### src/sv/oaht_pkg.sv
// Package for the open addressing hash table: payload types, opcodes, slot codes.
// Used by every module of the block except oaht_ram; depends on nothing.
package oaht_pkg;

    localparam int SLOT_COUNT_DEF = 256;

    typedef enum logic [1:0] {
        OP_GET    = 2'd0,
        OP_SET    = 2'd1,
        OP_DELETE = 2'd2,
        OP_NONE   = 2'd3
    } t_op;

    typedef enum logic [1:0] {
        ST_EMPTY     = 2'd0,
        ST_OCCUPIED  = 2'd1,
        ST_TOMBSTONE = 2'd2,
        ST_UNUSED    = 2'd3
    } t_slot_st;

    typedef struct packed {
        logic [1:0]  operation;
        logic [63:0] lookup_key;
        logic [31:0] key_hash;
        logic [63:0] new_value;
    } t_req;

    typedef struct packed {
        logic        hit;
        logic [63:0] read_value;
        logic        table_full;
    } t_rsp;

endpackage

### src/sv/oaht_front.sv
// Front end: accepts items, reduces the hash to a start slot, queues them.
// Depends on oaht_pkg.
module oaht_front #(
    parameter int SLOT_COUNT = oaht_pkg::SLOT_COUNT_DEF
) (
    input  logic                          i_clk,
    input  logic                          i_rst_n,
    input  logic                          i_push,
    input  oaht_pkg::t_req                i_req,
    output logic                          o_full,
    output logic                          o_q_valid,
    output oaht_pkg::t_req                o_q_req,
    output logic [$clog2(SLOT_COUNT)-1:0] o_q_start,
    input  logic                          i_q_take
);
    localparam int AW = $clog2(SLOT_COUNT);

    // Hash mod: stage 1 multiplies by a reciprocal, stage 2 corrects.
    localparam int RB = 32 + AW + 1;
    localparam logic [RB:0] RECIP = (RB+1)'((64'd1 << RB) / 64'(SLOT_COUNT));

    logic              r_s1_v;
    logic              r_s1_rdy;
    oaht_pkg::t_req    r_s1_req;
    logic [31:0]       r_s1_q;
    logic              n_s1_take;
    logic [RB+32:0]    w_prod;
    logic [31:0]       w_rem;
    logic [AW-1:0]     w_start;

    // two-entry queue
    logic              r_v0, r_v1;
    oaht_pkg::t_req    r_e0, r_e1;
    logic [AW-1:0]     r_a0, r_a1;

    assign w_prod = (RB+33)'(r_s1_req.key_hash) * (RB+33)'(RECIP);
    assign w_rem  = r_s1_req.key_hash - 32'(r_s1_q * 32'(SLOT_COUNT));
    assign w_start = (w_rem >= 32'(SLOT_COUNT)) ? AW'(w_rem - 32'(SLOT_COUNT)) : AW'(w_rem);

    assign o_full    = r_s1_v;
    assign n_s1_take = r_s1_v && r_s1_rdy && !(r_v1 && !i_q_take);

    always_ff @(posedge i_clk) begin
        if (!i_rst_n) begin
            r_s1_v   <= 1'b0;
            r_s1_rdy <= 1'b0;
            r_v0     <= 1'b0;
            r_v1     <= 1'b0;
        end else begin
            // stage 1 holds the item while the quotient estimate settles
            if (i_push && !o_full) begin
                r_s1_v   <= 1'b1;
                r_s1_rdy <= 1'b0;
                r_s1_req <= i_req;
            end else if (r_s1_v && !r_s1_rdy) begin
                r_s1_q   <= 32'(w_prod >> RB);
                r_s1_rdy <= 1'b1;
            end
            if (n_s1_take) begin
                r_s1_v <= 1'b0;
            end
            // queue: pop head, shift, append
            if (i_q_take) begin
                r_v0 <= r_v1;
                r_e0 <= r_e1;
                r_a0 <= r_a1;
                r_v1 <= 1'b0;
            end
            if (n_s1_take) begin
                if (!r_v0 || (i_q_take && !r_v1)) begin
                    r_v0 <= 1'b1;
                    r_e0 <= r_s1_req;
                    r_a0 <= w_start;
                end else begin
                    r_v1 <= 1'b1;
                    r_e1 <= r_s1_req;
                    r_a1 <= w_start;
                end
            end
        end
    end

    assign o_q_valid = r_v0;
    assign o_q_req   = r_e0;
    assign o_q_start = r_a0;
endmodule

### config.mk
export PLATFORM = sky130hd
export DESIGN_NAME = oaht_front
export DESIGN_NICKNAME = d
export VERILOG_FILES = /design/src/sv/oaht_pkg.sv /design/src/sv/oaht_front.sv
export SDC_FILE = /design/constraint.sdc
export NUM_CORES = 1
export LEC_CHECK = 0
export BUFFER_PORTS_ARGS = -buffer_cell sky130_fd_sc_hd__buf_2
export CELL_PAD_IN_SITES_DETAIL_PLACEMENT = 2
export CELL_PAD_IN_SITES_GLOBAL_PLACEMENT = 2
export CORE_MARGIN = 2
export CORE_UTILIZATION = 30
export DETAILED_ROUTE_END_ITERATION = 10
export PLACE_DENSITY = 0.59
export SYNTH_ARGS = -nofsm -noshare
export SYNTH_HDL_FRONTEND = slang
export SYNTH_SLANG_ARGS = --single-unit
### constraint.sdc
create_clock -name i_clk -period 24.2 [get_ports i_clk]
set_clock_uncertainty 0.2 [all_clocks]
set_input_delay 4.84 -clock i_clk [delete_from_list [all_inputs] [get_ports i_clk]]
set_output_delay 4.84 -clock i_clk [all_outputs]
set_load 0.02 [all_outputs]
Yosys cells after proc, flatten, opt, wreduce, memory -nomap -nowiden. Index checks and enable logic that the tools add are counted.

Register bits: 530. Bits in latches: 0. RAM bits: 0. Bits in read-only memories: 0. Output and inout port bits: 172. Logic and storage cells: 56. Memories kept: 0.

Add/subtract/negate cells: 2. Multiply operators: 0. Divide/modulo/power cells: 0. $lt $le $gt $ge: 1. Equal/unequal tests: 0. Shifts and indexed selects: 0. Muxes and demuxes: 13. Bitwise operators: 3. Reduce and logical (&&, ||, !) cells: 18.

Operators with widths (count): $mux W162 (3); $ge A32 B9 Y1 const B (1); $mux W8 (4); $sub A32 B32 Y32 (1); $sub A8 B1 Y8 const B (1); $logic_and A1 B1 Y1 (6); $logic_not A1 Y1 (6); $mux W1 (6); $reduce_and A3 Y1 (2); $reduce_or A2 Y1 (2); $not A1 Y1 (3); $reduce_and A2 Y1 (1); $logic_or A1 B1 Y1 (1).

Logic depth before layout (Yosys ltp).
Depth in word-level cells: 5. Mapped depth: 7. Depth with buffers taken out: 3.

Worst setup path after synthesis. Ideal clock, no wire load.

Kind: input to register. Start: input port i_q_take. End: register r_e1[0] (netlist bit) (enable). Library setup time: 1.083 ns. Arrival: 20.358 ns. Data required time: 22.917 ns. Slack: 2.558 ns. Cell stages on the path: 3. Path buffers: 1. Cells stage by stage: buf_2 nor2b_1 nor4_1.

Longest elaborated chain between the ends: 5. Elaborated cells on any way between the ends: 8.

Ends and longest elaborated chain: from (decl) (line oaht_front.sv:14) `input logic i_q_take`; $logic_not A1 Y1 (line oaht_front.sv:41) `assign n_s1_take = r_s1_v && r_s1_rdy && !(r_v1 && !i_q_take);`; $logic_and A1 B1 Y1 (line oaht_front.sv:41); $logic_not A1 Y1 (line oaht_front.sv:41); $logic_and A1 B1 Y1 (line oaht_front.sv:41); $reduce_and A3 Y1 (no line) (*); to (signal assigned) (line oaht_front.sv:76) `r_e1 <= r_s1_req;`; to (decl) (line oaht_front.sv:33) `oaht_pkg::t_req r_e0, r_e1;`.

Mark *: on every way between the ends. The rest lies on a longest branch, timed or not. A chain may end at the register's enable or synchronous reset.

Final worst setup path.
Start: input port i_q_take. End: register r_a0[2], in the netlist o_q_start[2], data pin.

Longest elaborated chain between the ends: 5. Elaborated cells on any way between the ends: 9.

Ends and longest elaborated chain: $logic_not A1 Y1 (line oaht_front.sv:41); $logic_and A1 B1 Y1 (line oaht_front.sv:41); $logic_not A1 Y1 (line oaht_front.sv:41); $logic_and A1 B1 Y1 (line oaht_front.sv:41); $mux W8 (*) (line oaht_front.sv:69) `if (n_s1_take) begin`; to (signal assigned) (line oaht_front.sv:66) `r_a0 <= r_a1;`; to (signal assigned) (line oaht_front.sv:73) `r_a0 <= w_start;`; to (decl) (line oaht_front.sv:34) `logic [AW-1:0] r_a0, r_a1;`.

Marked as above.

==> metrics.cfg <==
[run_status]
status=completed

[timing]
max_freq_mhz=128
fin_crit_ps=7800
finalHoldViolCount=0
layout_worst_path_cycle_share_pct=32.2
rsz0062_at_grt=false
setup_viol=0
tightest_slew_ps=1310
slew_headroom_pct=12.2
fin_hold_ws_ps=245
finalWorstSetupSlack_ps=16400
drv_slew=0
tns_ps=0

[finish]
final_cell_mix=edfxtp_1, buf_2, mux2i_1, nor2_1, a22oi_2
area_delta_synth_final_pct=21.7
drive_above_1_share_pct=36.0
postLayoutCellArea_sq_mm=0.0238
fin_nets=1614
fill_cells=6477
final_common_cell=edfxtp_1

[min_path]
hold_path.class=flop to flop

[floorplanning]
fp.dieW_microns=259
dieArea_sq_mm=0.0673
fp.dieH_microns=259
initial_core_util_pct=30.4
boundaryPins=338
coreArea_sq_mm=0.0645
std_cell_rows=93

[power]
power.switching_uw=453
p_comb_share_pct=7.4
p_leak_nw=8.80
internal_power_mw=1.50
p_sw_share_pct=23.1
vdd_ir_drop_max_mv=0.0472
total_power_mw=1.96
seqPwrFrac_pct=51.6
p_clk_share_pct=41.0
power.density_mw_per_mm2=82.2

[placement]
dpl_cell_area_sq_mm=0.0221
port_buffers=337
post-dp-hpwl_microns=32000
gp_congestion=0.712
dp_slack_ps=15760

[critical_path]
cp.required_ps=24330
critPathLaunchType=primary input
crit_type=primary input to flop
endpoint_kind=flop
cp_max_fo=79
cp.arrival_ps=7940

[clocking]
cts_resized=0
cts_sinks=498
hold_buffers=0
clkTransAtPathRegs_ps=60
cts_tree=done
cts_inserted_buffers=56
cts_setup_buffers=0
htree_levels=2
clkLatencyLatePin_ps=590
cts-root-buf=clkbuf_16
clockBufferDepth=3

[logic_synthesis]
yosysWarnings=0
synthXorXnorAreaFrac_pct=0
synth-seq-area-share_pct=76.2
synthSimpleGateAreaFrac_pct=3.43
syn_area_sq_mm=0.0196
synth-compound-area-share_pct=10.0
synth.avg_cell_area_sq_um=17.6
synth_top_family_by_area=compound AO/OA/AOI/OAI gates
synthCells=1112
synth.area.mux_share_pct=7.93
yosysUniqueCellTypes=24
synth_fa_ha_area_share_pct=0
ys_ff_latch=498
synth_nets=1278

[global_routing]
gr-total-overflow=0
grt_max_degree=87
grt_use_total_pct=15.6
antenna_found_initial=6
grt_first_pass_wirelength_microns=79300
grt_pass1_vias=12300

[drt]
drtIter0Drc=587
drt.antenna.violating_nets=0
dr.pass1.iters=7
wl_per_cell_microns=22.6
vias=11100
drt_wl_total_microns=53100
drc_errors=0
viasPerCell=4.72

[run]
max_cap_violations=0

## kinds of logic after synthesis
family | count (synthesis)
and+or+nand+nor | 174
DFF | 498
muxes | 155
AOI/OAI and AO/OA | 193
buffers and inverters | 92
## critical path, cell delays in order
cell     delay, ps
buf_8          520
buf_4          900
buf_4          840
o21ai_0        250
o32a_1         340
## through the flow
stage / instances / util, %
finish: 2350 / 36.9
global route: 2350 / 36.9
global placement: 2245 / 34.3
floorplan: 1112 / -
CTS: 2348 / 36.9
detailed placement: 2245 / 34.3
## layer usage
metal / up-vias / part of all wire, % / wire length (microns) / track usage [%]
li1: 5034 / - / - / -
met1: 5685 / 42 / 22200 / 20.0
met2: 277 / 51 / 26900 / 26.4
met3: 88 / 4.9 / 2620 / 2.99
met4: 6 / 2.5 / 1350 / 5.20
met5: - / 0.077 / 41 / 0
## power by group through the flow
stage / Sequential, mW / Combinational, mW / Clock (mW)
global route: 1.01 / 0.157 / 0.866
global placement: 1.03 / 0.145 / 0
CTS: 1.01 / 0.149 / 0.835
floorplan: 1.05 / 0.0614 / 0
detailed placement: 1.03 / 0.149 / 0
finish: 1.01 / 0.145 / 0.802
## path summary, 6_finish.rpt
| path | slack [ps] | to | depth (start not counted) | startpoint |
|---|---|---|---|---|
| min reg2reg | 240 | r_e1[105] | 0 | r_s1_req[105] |
| max | 16400 | o_q_start[2] | 5 | i_q_take |
| max reg2reg | 20100 | o_q_req[37] | 5 | o_full |
| min | 240 | r_e1[105] | 0 | r_s1_req[105] |
## sequential cells by signal, indices dropped and copies added (netlist names)
| signal | cells |
|---|---|
| r_s1_req | 162 |
| o_q_valid | 1 |
| r_v1 | 1 |
| o_q_req | 162 |
| r_e1 | 162 |
| r_s1_rdy | 1 |
| o_q_start | 8 |
| o_full | 1 |
## synthesized netlist by cell type
library cell | count | share of area, %
and2_1 | 1 | 0.032
o21ai_0 | 17 | 0.43
edfxtp_1 | 494 | 76
buf_6 | 11 | 0.63
clkbuf_1 | 20 | 0.38
o21a_1 | 1 | 0.038
buf_2 | 35 | 0.90
a21bo_2 | 1 | 0.051
nor2b_1 | 3 | 0.096
a21o_1 | 2 | 0.077
nor4_1 | 1 | 0.032
a22oi_1 | 54 | 2.1
o32a_1 | 16 | 0.82
nor2_1 | 156 | 3.0
inv_1 | 17 | 0.33
mux2i_1 | 155 | 7.9
nand2_2 | 1 | 0.032
a211oi_2 | 1 | 0.064
buf_1 | 9 | 0.17
o221a_2 | 1 | 0.058
dfxtp_1 | 4 | 0.41
or2_1 | 1 | 0.032
a22oi_2 | 100 | 6.4
nand2_1 | 11 | 0.21
## area by class of cell
type	count	area, sq um	area share, %
clock inverters	36	245	1.03
flip-flops and latches	498	14900	62.6
clock buffers	67	1460	6.15
multi-input cells	522	4220	17.7
diodes	2	5.00	0.0210
well taps	855	1070	4.49
inverters	17	63.8	0.268
repair buffers	353	1830	7.67
Note: power is estimated with default switching activity, not from simulation.
